`src/sv/box_filter_zero_pad_core_macros.svh`:
```
// Assertion macros shared by the box filter RTL
`ifndef BOX_FILTER_ZERO_PAD_CORE_MACROS_SVH
`define BOX_FILTER_ZERO_PAD_CORE_MACROS_SVH

// same-cycle implication, sampled on clk, off while arst_n is low
`define BFZP_ASSERT_HOLDS(label, ante, cons, msg) \
	label: assert property (@(posedge clk) disable iff (!arst_n) (ante) |-> (cons)) \
		else $error(msg);

// next-cycle implication, sampled on clk, off while arst_n is low
`define BFZP_ASSERT_NEXT(label, ante, cons, msg) \
	label: assert property (@(posedge clk) disable iff (!arst_n) (ante) |=> (cons)) \
		else $error(msg);

`endif

```
`src/sv/bfzp_pkg.sv`:
```
// Constants, types and the reciprocal table of the box filter
`timescale 1ns / 1ps

package bfzp_pkg;

	localparam int MAX_WIDTH   = 1024;
	localparam int MAX_HEIGHT  = 1024;
	localparam int MAX_RADIUS  = 3;
	localparam int KSIDE       = 2 * MAX_RADIUS + 1;
	localparam int LINES       = 2 * MAX_RADIUS;
	localparam int PIX_W       = 8;
	localparam int LINE_BITS   = LINES * PIX_W;
	localparam int DIM_W       = 11;
	localparam int RAD_W       = 2;
	localparam int CFG_IDX_W   = 2;
	localparam int COL_W       = $clog2(MAX_WIDTH);
	localparam int ROW_W       = $clog2(MAX_HEIGHT + 2 * KSIDE);
	localparam int LAG_W       = $clog2(MAX_RADIUS * MAX_WIDTH + MAX_RADIUS + 1);
	localparam int CSUM_W      = $clog2(KSIDE * 255 + 1);
	localparam int WSUM_W      = $clog2(KSIDE * KSIDE * 255 + 1);
	localparam int RECIP_W     = 21;
	localparam int RECIP_SHIFT = 20;

	localparam logic [RAD_W-1:0] RADIUS_RST = 2'd1;
	localparam logic [DIM_W-1:0] WIDTH_RST  = 11'd640;
	localparam logic [DIM_W-1:0] HEIGHT_RST = 11'd480;

	typedef enum logic [CFG_IDX_W-1:0] {
		CFG_RADIUS = 2'd0,
		CFG_WIDTH  = 2'd1,
		CFG_HEIGHT = 2'd2
	} cfg_reg_t;

	// clamped frame geometry
	typedef struct packed {
		logic [RAD_W-1:0] radius;
		logic [DIM_W-1:0] width;
		logic [DIM_W-1:0] height;
	} geom_t;

	// pixel request into the line store
	typedef struct packed {
		logic             valid;
		logic [PIX_W-1:0] pix;
		logic [ROW_W-1:0] row;
		logic [COL_W-1:0] col;
	} px_req_t;

	// output bookkeeping that rides along with a request
	typedef struct packed {
		logic             valid;
		logic             emit;
		logic [COL_W-1:0] ocol;
		logic             last;
	} out_tag_t;

	typedef struct packed {
		logic             valid;
		logic [PIX_W-1:0] pixel;
		logic             last;
	} result_t;

	// ceil(2^20 / (2r+1)^2)
	function automatic logic [RECIP_W-1:0] recip(input logic [RAD_W-1:0] r);
		logic [RECIP_W-1:0] v;
		case (r)
			2'd0:    v = 21'd1048576;
			2'd1:    v = 21'd116509;
			2'd2:    v = 21'd41944;
			default: v = 21'd21400;
		endcase
		return v;
	endfunction

endpackage

```
`src/sv/bfzp_window.sv`:
```
// Horizontal window of column sums and reciprocal scaling
`timescale 1ns / 1ps

module bfzp_window (
	input  logic                          clk,
	input  logic                          arst_n,
	input  logic                          adv,
	input  logic [bfzp_pkg::CSUM_W-1:0]   csum,
	input  bfzp_pkg::out_tag_t            tag,
	input  bfzp_pkg::geom_t               geom,
	output bfzp_pkg::result_t             res
);

	logic [bfzp_pkg::CSUM_W-1:0]                   hs_q [bfzp_pkg::KSIDE];
	bfzp_pkg::out_tag_t                            tag_s2;
	bfzp_pkg::out_tag_t                            tag_s3;
	logic [bfzp_pkg::WSUM_W-1:0]                   wsum;
	logic [bfzp_pkg::WSUM_W-1:0]                   sum_s3;
	logic [bfzp_pkg::DIM_W:0]                      base;
	logic [bfzp_pkg::DIM_W:0]                      hi;
	logic [bfzp_pkg::WSUM_W+bfzp_pkg::RECIP_W-1:0] prod;

	// advance only on real positions so tap k is always k positions back
	always_ff @(posedge clk) begin
		if (adv && tag.valid) begin
			hs_q[0] <= csum;
			for (int k = 1; k < bfzp_pkg::KSIDE; k++) begin
				hs_q[k] <= hs_q[k-1];
			end
		end
	end

	// tap k sits at column ocol + radius - k; keep it only inside the row
	always_comb begin
		base = (bfzp_pkg::DIM_W + 1)'(tag_s2.ocol) + (bfzp_pkg::DIM_W + 1)'(geom.radius);
		hi   = (bfzp_pkg::DIM_W + 1)'(geom.width) - (bfzp_pkg::DIM_W + 1)'(1);
		wsum = '0;
		for (int k = 0; k < bfzp_pkg::KSIDE; k++) begin
			if (((bfzp_pkg::RAD_W + 1)'(k) <= {geom.radius, 1'b0})
			    && (base >= (bfzp_pkg::DIM_W + 1)'(k))
			    && (base <= hi + (bfzp_pkg::DIM_W + 1)'(k))) begin
				wsum = wsum + bfzp_pkg::WSUM_W'(hs_q[k]);
			end
		end
	end

	always_ff @(posedge clk or negedge arst_n) begin
		if (!arst_n) begin
			tag_s2 <= '0;
			tag_s3 <= '0;
		end else if (adv) begin
			tag_s2 <= tag;
			tag_s3 <= tag_s2;
		end
	end

	always_ff @(posedge clk) begin
		if (adv) begin
			sum_s3 <= wsum;
		end
	end

	always_comb begin
		prod      = sum_s3 * bfzp_pkg::recip(geom.radius);
		res.valid = tag_s3.valid && tag_s3.emit;
		res.pixel = prod[bfzp_pkg::RECIP_SHIFT +: bfzp_pkg::PIX_W];
		res.last  = tag_s3.last;
	end

endmodule

```
`config.mk`:
```
export PLATFORM = sky130hd
export DESIGN_NAME = bfzp_window
export DESIGN_NICKNAME = d
export VERILOG_FILES = /design/src/sv/box_filter_zero_pad_core_macros.svh /design/src/sv/bfzp_pkg.sv /design/src/sv/bfzp_window.sv
export SDC_FILE = /design/constraint.sdc
export NUM_CORES = 1
export LEC_CHECK = 0
export BUFFER_PORTS_ARGS = -buffer_cell sky130_fd_sc_hd__buf_2
export CORE_ASPECT_RATIO = 1.1
export CORE_MARGIN = 2
export CORE_UTILIZATION = 45
export CTS_CLUSTER_SIZE = 10
export DETAILED_ROUTE_END_ITERATION = 6
export GPL_TIMING_DRIVEN = 0
export MAX_ROUTING_LAYER = met4
export PLACE_DENSITY_LB_ADDON = 0.2
export SYNTH_ARGS = -nofsm -noshare
export SYNTH_HDL_FRONTEND = slang
export SYNTH_SLANG_ARGS = --single-unit
```
`constraint.sdc`:
```
create_clock -name clk -period 28.6 [get_ports clk]
set_input_delay 4.29 -clock clk [delete_from_list [all_inputs] [get_ports clk]]
set_output_delay 4.29 -clock clk [all_outputs]
set_load 0.02 [all_outputs]
```
==> results_dict.tcl, run 1 <==
set metrics [dict create \
    final_area_um2 17700 \
    drtIter0Drc 680 \
    crit_path_frequent_cell "ha_1" \
    skew_ns 0.0168 \
    syn_area_um2 16500 \
    fin_crit_sh_pct 58.0 \
    grt_overflow 0 \
    grt_pass1_wl_um 63400 \
    hold_violations 0 \
    io_pins 61 \
    rows 73 \
    ys_warn_count 0 \
    clockRootBuffer "clkbuf_16" \
    synth-seq-cells 107 \
    cts_sinks 107 \
    max_slew_margin_pct 16.2 \
    whs_path_depth 0 \
    start_util_pct 45.6 \
    syn_nets 2162 \
    rsz0062_at_grt "false" \
    die_w_um 187 \
    grt.total_usage_pct 21.2 \
    crit_fanout 10 \
    hp-class "flop to flop" \
    die_h_um 205 \
    synth-seq-area-share_pct 19.0 \
    cp_data_arrival_time_ns 16.68 \
    r2r-end "sum_s3[13]" \
    cts_tree "built" \
    finalNetCount 2221 \
    synth_most_common_cell "ha_1" \
    n_antenna_cell 0 \
    synth_top_area_share_pct 18.6 \
    setup_tns_ns 0 \
    ys_async_sr_fraction_pct 15.0 \
    first_global_vias 12900 \
    r2r_cells 51 \
    route.detailed.drc 0 \
    antenna_found_initial 0 \
    utilization_pct 48.8 \
    cts_setup_buffers 0 \
    synth_area_leader_cell "ha_1" \
    drive_above_1_share_pct 8.82 \
    grt_max_degree 66 \
    gp_congestion 0.960 \
    cts-resized-gates 0 \
    port_buffers 47 \
    critPathRequiredTime_ns 28.70 \
    clkLatencyLatePin_ns 0.37 \
    period_minus_slack_ns 16.58 \
    slowest_delay_ns 0.92 \
    worst-setup-path-type "input port to flop" \
    ant_nets 0 \
    cp_slowest_cell "a2111oi_0" \
    via_count 12300 \
    r2r_slack_ns 16.13 \
    die-area_um2 38200 \
    holdCritStartpoint "hs_q[2][3]" \
    syn_area_per_cell_um2 9.61 \
    drt-pass1-iter-count 7 \
    yosysUniqueCellTypes 96 \
    cts_buffers 9 \
    fmax_mhz 60.3 \
    wl_per_cell_um 16.9 \
    htreeDepth 3 \
    cts.clk_slew.worst_paths_ns 0.09 \
    synthTopCellsByCount "ha_1, inv_1, fa_1, nand2_1" \
    cts_hold_buf 0 \
    tightestPinTransition_ns 1.25 \
    reg2reg_from "tag_s2[1]" \
    cp-end-kind "flop" \
    netlist_instances 1718 \
    place_area_um2 17400 \
    synth_edf_count 91 \
    core_um2 36200 \
    hold_path_end "hs_q[3][3]" \
    clk_path_buf_depth 2 \
    startpoint_type "input port" \
    report.final.slew_viol_count 0 \
    fillers 3432 \
    ys.flop_type "edfxtp_1" \
    wl_um 38400 \
    synth_area_leaders "ha_1, fa_1, edfxtp_1" \
    setup_viol_count_final 0 \
    outcome "finished clean" \
    area_delta_synth_final_pct 6.96 \
    drv_cap 0 \
    vias_per_cell 5.43 \
    dp_hpwl_um 32400 \
]
[critical path: cells and delay by family]
family,cells,cell delay (ns)
adder cells (fa/ha/maj),9,2.95
multiplexers,3,0.76
AND/OR/NAND/NOR,11,2.59
buffers and inverters,4,0.79
AO/OA/AOI/OAI,20,4.59
XOR/XNOR,5,0.69
[cells by family after synthesis]
kind of cell,synth area share [%]
xor gates and xnor gates,7.62
and+or+nand+nor,12.9
adders and majority gates,36.6
AOI/OAI and AO/OA,14.4
buffers and inverters,6.53
muxes,2.93
DFF,19.0
[metrics by stage]
stage,setup WS [ns],hold slack (ns),instances
5_1_grt,11.18,0.462,2268
3_5_place_dp,11.79,0.444,2253
3_3_place_gp,11.99,0.440,2252
2_1_floorplan,14.02,0.433,1718
6_report,12.02,0.452,2268
4_1_cts,12.13,0.460,2268
[flip-flops by register name, summed over array words and instances, names as in the netlist]
signal  count
tag_s2     13
res         1
hs_q       77
tag_s3      2
sum_s3     14
[cells in the final DEF (no fill, tap or decap), types with 19 or more instances in the layout]
cell type,instances
o21bai_1,20
nor2_1,78
o21a_1,28
or2_2,19
xnor2_1,91
ha_1,246
nand2_1,105
inv_1,244
nand3_1,22
fa_1,147
a21oi_1,83
mux2_2,34
nor3_1,28
o21ai_0,51
buf_2,51
xor2_1,43
and2_1,61
clkbuf_1,20
a21o_1,33
edfxtp_1,91
[routing by layer]
| layer | wire (um) | up-vias | part of all wire [%] | global-route usage (%) |
|---|---|---|---|---|
| li1 | - | 6035 | - | - |
| met1 | 16700 | 6001 | 44 | 24.9 |
| met2 | 19800 | 230 | 51 | 38.9 |
| met3 | 1090 | 54 | 2.8 | 1.83 |
| met4 | 831 | 0 | 2.2 | 5.47 |
| met5 | 0 | - | 0 | - |
[worst max path at each step]
stage,from,to,slack (ns),cells past startpoint
floorplan,geom[11],sum_s3[13],14.02,51
global placement,geom[11],sum_s3[13],11.99,52
detailed placement,geom[11],sum_s3[13],11.79,53
CTS,geom[11],sum_s3[13],12.13,53
global route,geom[11],sum_s3[13],11.18,53
finish,geom[11],sum_s3[13],12.02,52
[final cells by class]
type,count,area [um^2],area share (%)
plain buffers,32,148,0.836
repair buffers,48,263,1.49
clock buffers,9,225,1.28
flip-flops and latches,107,3130,17.7
multi-input cells,1331,12300,69.7
inverters,248,931,5.27
clock inverters,6,48.8,0.276
well taps,487,609,3.45
Power of run 1 is left out: the tool's default activity adds up to more than one toggle a clock period on the data nets, which glitch-free logic cannot reach.
==> run 2: changes to the inputs <==
Clock period 28.6 ns to 13.9 ns, I/O delays scaled along.
==> run 2 against run 1 <==
Against the previous run: register-to-register slack got worse by 14 ns; critical path depth is the same; die area is the same; clock skew up 0.0020 ns; sequential cell count unchanged; routed wire length grew 0.31%; count of clock-buffer cells in the layout stayed put; critical path type unchanged; critical endpoint unchanged.
==> results_dict.tcl, run 2 (synthesis gave the netlist of run 1 again) <==
set metrics [dict create \
    start_util_pct 45.6 \
    clkLatencyLatePin_ns 0.37 \
    wl_um 38500 \
    grt_max_degree 66 \
    largest_reg_flops 77 \
    crit_start "geom[22]" \
    critPathRequiredTime_ns 13.99 \
    cts_hold_buf 0 \
    first_global_vias 12900 \
    setup_viol_count_final 0 \
    skew_ns 0.0188 \
    route.detailed.drc 0 \
    layout_setup_ws_ns 0.752 \
    grt.total_usage_pct 21.2 \
    cts_sinks 107 \
    htreeDepth 3 \
    report.final.slew_viol_count 0 \
    top_regs "hs_q x77, sum_s3 x14, tag_s2 x13" \
    place_ws_ns -0.709 \
    gp_congestion 0.960 \
    slowest_delay_ns 0.44 \
    hp-class "flop to flop" \
    crit_fanout 10 \
    grt_overflow 0 \
    startpoint_type "input port" \
    dp_hpwl_um 32400 \
    period_minus_slack_ns 13.15 \
    vias_per_cell 5.45 \
    io_pins 61 \
    endpoint "sum_s3[13]" \
    drtIter0Drc 663 \
    core_um2 36200 \
    place_area_um2 17400 \
    cts_tree "built" \
    clk_path_buf_depth 2 \
    cts.clk_slew.worst_paths_ns 0.09 \
    finalNetCount 2223 \
    multi_input_area_um2 12500 \
    r2r_cells 51 \
    worst-setup-path-type "input port to flop" \
    cp_slowest_cell "and3_1" \
    port_buffers 47 \
    whs_ns 0.453 \
    n_antenna_cell 0 \
    tightestPinTransition_ns 1.31 \
    fmax_mhz 76.1 \
    drt-pass1-iter-count 6 \
    cp-end-kind "flop" \
    worstSetupPathDepth 52 \
    drive_above_1_share_pct 9.98 \
    ant_nets 0 \
    reg2reg_from "tag_s2[1]" \
    r2r_slack_ns 2.28 \
    die_h_um 205 \
    wl_per_cell_um 17.0 \
    final_common_cell "ha_1" \
    final_area_um2 17800 \
    crit_path_frequent_cell "ha_1" \
    fillers 3422 \
    cp_top_family "compound AO/OA/AOI/OAI gates" \
    rows 73 \
    regMostFlops "hs_q" \
    die_w_um 187 \
    clockRootBuffer "clkbuf_16" \
    layout_common_cells "ha_1, inv_1, fa_1, nand2_1, edfxtp_1" \
    whs_path_depth 0 \
    max_slew_margin_pct 12.3 \
    die-area_um2 38200 \
    drv_cap 0 \
    fin_crit_sh_pct 94.6 \
    seq_area_um2 3130 \
    path_buf_inv 3 \
    area_delta_synth_final_pct 8.05 \
    antenna_found_initial 0 \
    r2r-end "sum_s3[13]" \
    outcome "finished clean" \
    cts_buffers 9 \
    hold_violations 0 \
    grt_pass1_wl_um 63400 \
    cp_data_arrival_time_ns 13.24 \
    via_count 12400 \
]
## run 2: worst min path at each step
stage                     start     endpoint  slack [ns]
global placement     hs_q[1][2]   hs_q[2][2]        0.44
floorplan            hs_q[1][0]   hs_q[2][0]        0.43
CTS                  hs_q[4][2]   hs_q[5][2]        0.46
global route         hs_q[4][2]   hs_q[5][2]        0.46
finish               hs_q[2][3]   hs_q[3][3]        0.45
detailed placement  hs_q[3][10]  hs_q[4][10]        0.44
## run 2: repair_timing
| action | in CTS | in global routing |
|---|---|---|
| gates resized for setup | 2 | 28 |
| endpoints found under the setup margin | 3 | 4 |
| pin swaps | 0 | 1 |
| hold endpoints to repair | 0 | 0 |
| setup buffers | 0 | 2 |
## run 2: final cells by class
cell class / count / share of cell area, %
flip-flops and latches: 107 / 17.6
clock inverters: 6 / 0.274
clock buffers: 9 / 1.26
plain buffers: 32 / 0.842
multi-input cells: 1331 / 69.9
inverters: 248 / 5.22
well taps: 487 / 3.42
repair buffers: 50 / 1.56
## run 2: per-stage QoR
step,setup TNS [ns],std cells,utilization [%]
after floorplan,0,1718,-
after global routing,-0.0880,2270,49.3
after CTS,0,2268,48.8
after global placement,-1.00,2252,48.0
final,0,2270,49.3
after detailed placement,-1.58,2253,48.0
## run 2: worst reg2reg max path: cells and delay by family, from the launching register on
kind                       cells  cell delay, ns
AOI/OAI and AO/OA             18            3.46
xor gates and xnor gates       5            0.65
adders and majority gates     10            3.17
buffers and inverters          2            0.26
DFF                            1            0.35
muxes                          3            0.76
and+or+nand+nor               13            2.70
## run 2: routing by layer
layer | global-route usage, % | routed length, um | share of wire [%]
met1 | 24.9 | 16700 | 43
met2 | 38.9 | 19900 | 52
met3 | 1.83 | 1080 | 2.8
met4 | 5.58 | 898 | 2.3
met5 | - | 0 | 0
Power of run 2 is left out for the same reason.
==> run 3: changes to the inputs <==
Settings changed: TNS_END_PERCENT set to 5.
Clock period 13.9 ns to 15.35 ns, I/O delays scaled along.
==> run 3 against run 2 <==
Against the previous run: register-to-register slack improved by 0.71 ns; final cell count is essentially flat; global-route usage stayed put; final area shrank 1.0%; non-clock buffer count fell by 2; via count decreased by 0.27%; first-iteration DRC count up 8.3%; critical path depth down 1; worst hold slack barely moved; die area stayed put; sequential cell count is the same; highest routed layer unchanged.
==> results_dict.tcl, run 3 (synthesis gave the netlist of run 1 again) <==
set metrics [dict create \
    wl_um 38400 \
    cts_buffers 9 \
    wl_per_cell_um 16.9 \
    clk_path_buf_depth 2 \
    die_h_um 205 \
    rows 73 \
    crit_fanout 10 \
    whs_path_depth 0 \
    drtIter0Drc 718 \
    rsz0062_at_grt "false" \
    place_ws_ns 0.524 \
    outcome "finished clean" \
    setup_tns_ns 0 \
    tightestPinTransition_ns 1.24 \
    layout_common_cells "ha_1, inv_1, fa_1, nand2_1" \
    drv_cap 0 \
    route.detailed.drc 0 \
    skew_ns 0.0168 \
    clockRootBuffer "clkbuf_16" \
    dp_hpwl_um 32400 \
    port_buffers 47 \
    cts_setup_buffers 0 \
    via_count 12300 \
    final_common_cell "ha_1" \
    grt_overflow 0 \
    drt-pass1-iter-count 5 \
    first_global_vias 12900 \
    cp-end-kind "flop" \
    ant_nets 0 \
    finalNetCount 2221 \
    hold_violations 0 \
    antenna_found_initial 0 \
    io_pins 61 \
    whs_ns 0.452 \
    fmax_mhz 70.4 \
    n_antenna_cell 0 \
    fillers 3431 \
    period_minus_slack_ns 14.20 \
    htreeDepth 3 \
    use_met1_pct 24.9 \
    slowest_delay_ns 0.86 \
    multi_input_area_um2 12300 \
    setup_viol_count_final 0 \
    cts_sinks 107 \
    max_slew_margin_pct 16.5 \
    layout_setup_ws_ns 1.15 \
    grt.total_usage_pct 21.2 \
    area_delta_synth_final_pct 6.97 \
    seq_area_um2 3130 \
    grt_util_met2_pct 38.9 \
    grt_pass1_wl_um 63400 \
    worst-setup-path-type "input port to flop" \
    hp-class "flop to flop" \
    grt_max_degree 66 \
    die_w_um 187 \
    grt_use_met3_pct 1.83 \
    gp_congestion 0.960 \
    report.final.slew_viol_count 0 \
    core_um2 36200 \
    cp_data_arrival_time_ns 14.30 \
    cts_hold_buf 0 \
    utilization_pct 48.8 \
    die-area_um2 38200 \
    clkLatencyLatePin_ns 0.37 \
    regMostFlops "hs_q" \
    worstSetupPathDepth 51 \
    cts.clk_slew.worst_paths_ns 0.09 \
    startpoint_type "input port" \
    largest_reg_flops 77 \
    path_buf_inv 4 \
    cp_slowest_cell "a2111oi_0" \
    top_regs "hs_q x77, sum_s3 x14, tag_s2 x13" \
    grt_busiest_layer "met2" \
    cp_top_family "compound AO/OA/AOI/OAI gates" \
    critPathRequiredTime_ns 15.45 \
    drive_above_1_share_pct 8.87 \
    r2r_cells 51 \
    vias_per_cell 5.44 \
    crit_path_frequent_cell "ha_1" \
    cts_tree "built" \
    fin_crit_sh_pct 92.5 \
    start_util_pct 45.6 \
]
==> run 3: area by class of cell <==
type | count | area share [%]
buffer | 32 | 0.836
sequential | 107 | 17.7
timing repair buffer | 48 | 1.49
clock buffer | 9 | 1.28
inverter | 248 | 5.27
clock inverter | 6 | 0.276
tap | 487 | 3.45
multi-input combinational | 1331 | 69.7
==> run 3: per-stage QoR <==
stage,instance area [um^2],instances
after floorplan,16500,1718
final,17700,2268
after detailed placement,17400,2253
after global placement,17300,2252
after global routing,17700,2268
after CTS,17700,2268
==> run 3: worst register-to-register path, delay by kind of cell, from the launching register on <==
| kind | cells | cell delay, ns |
|---|---|---|
| buf+inv | 2 | 0.29 |
| xor+xnor | 6 | 1.29 |
| fa+ha+maj | 10 | 3.17 |
| compound gates | 19 | 4.24 |
| mux | 3 | 0.76 |
| flops | 1 | 0.35 |
| simple gates | 11 | 1.98 |
==> run 3: path summary, 6_finish.rpt <==
path | slack (ns) | end | startpoint
worst max register to register | 2.99 | sum_s3[13] | tag_s2[1]
worst max-delay path | 1.15 | sum_s3[13] | geom[11]
max in group asynchronous | 13.24 | tag_s2[7] | arst_n
min in group asynchronous | 1.84 | tag_s2[0] | arst_n
worst min register to register | 0.45 | hs_q[3][3] | hs_q[2][3]
worst min-delay path | 0.45 | hs_q[3][3] | hs_q[2][3]
==> run 3: what timing repair did <==
| item | in CTS | in global routing |
|---|---|---|
| setup endpoints to repair | 0 | 1 |
| resized for setup | 0 | 1 |
| hold endpoints to repair | 0 | 0 |
==> run 3: per-layer routing <==
layer / routed length (um) / part of all wire, %
met5: 0 / 0
met4: 845 / 2.2
met3: 1160 / 3.0
met2: 19700 / 51
met1: 16700 / 43
Power of run 3 is left out for the same reason.
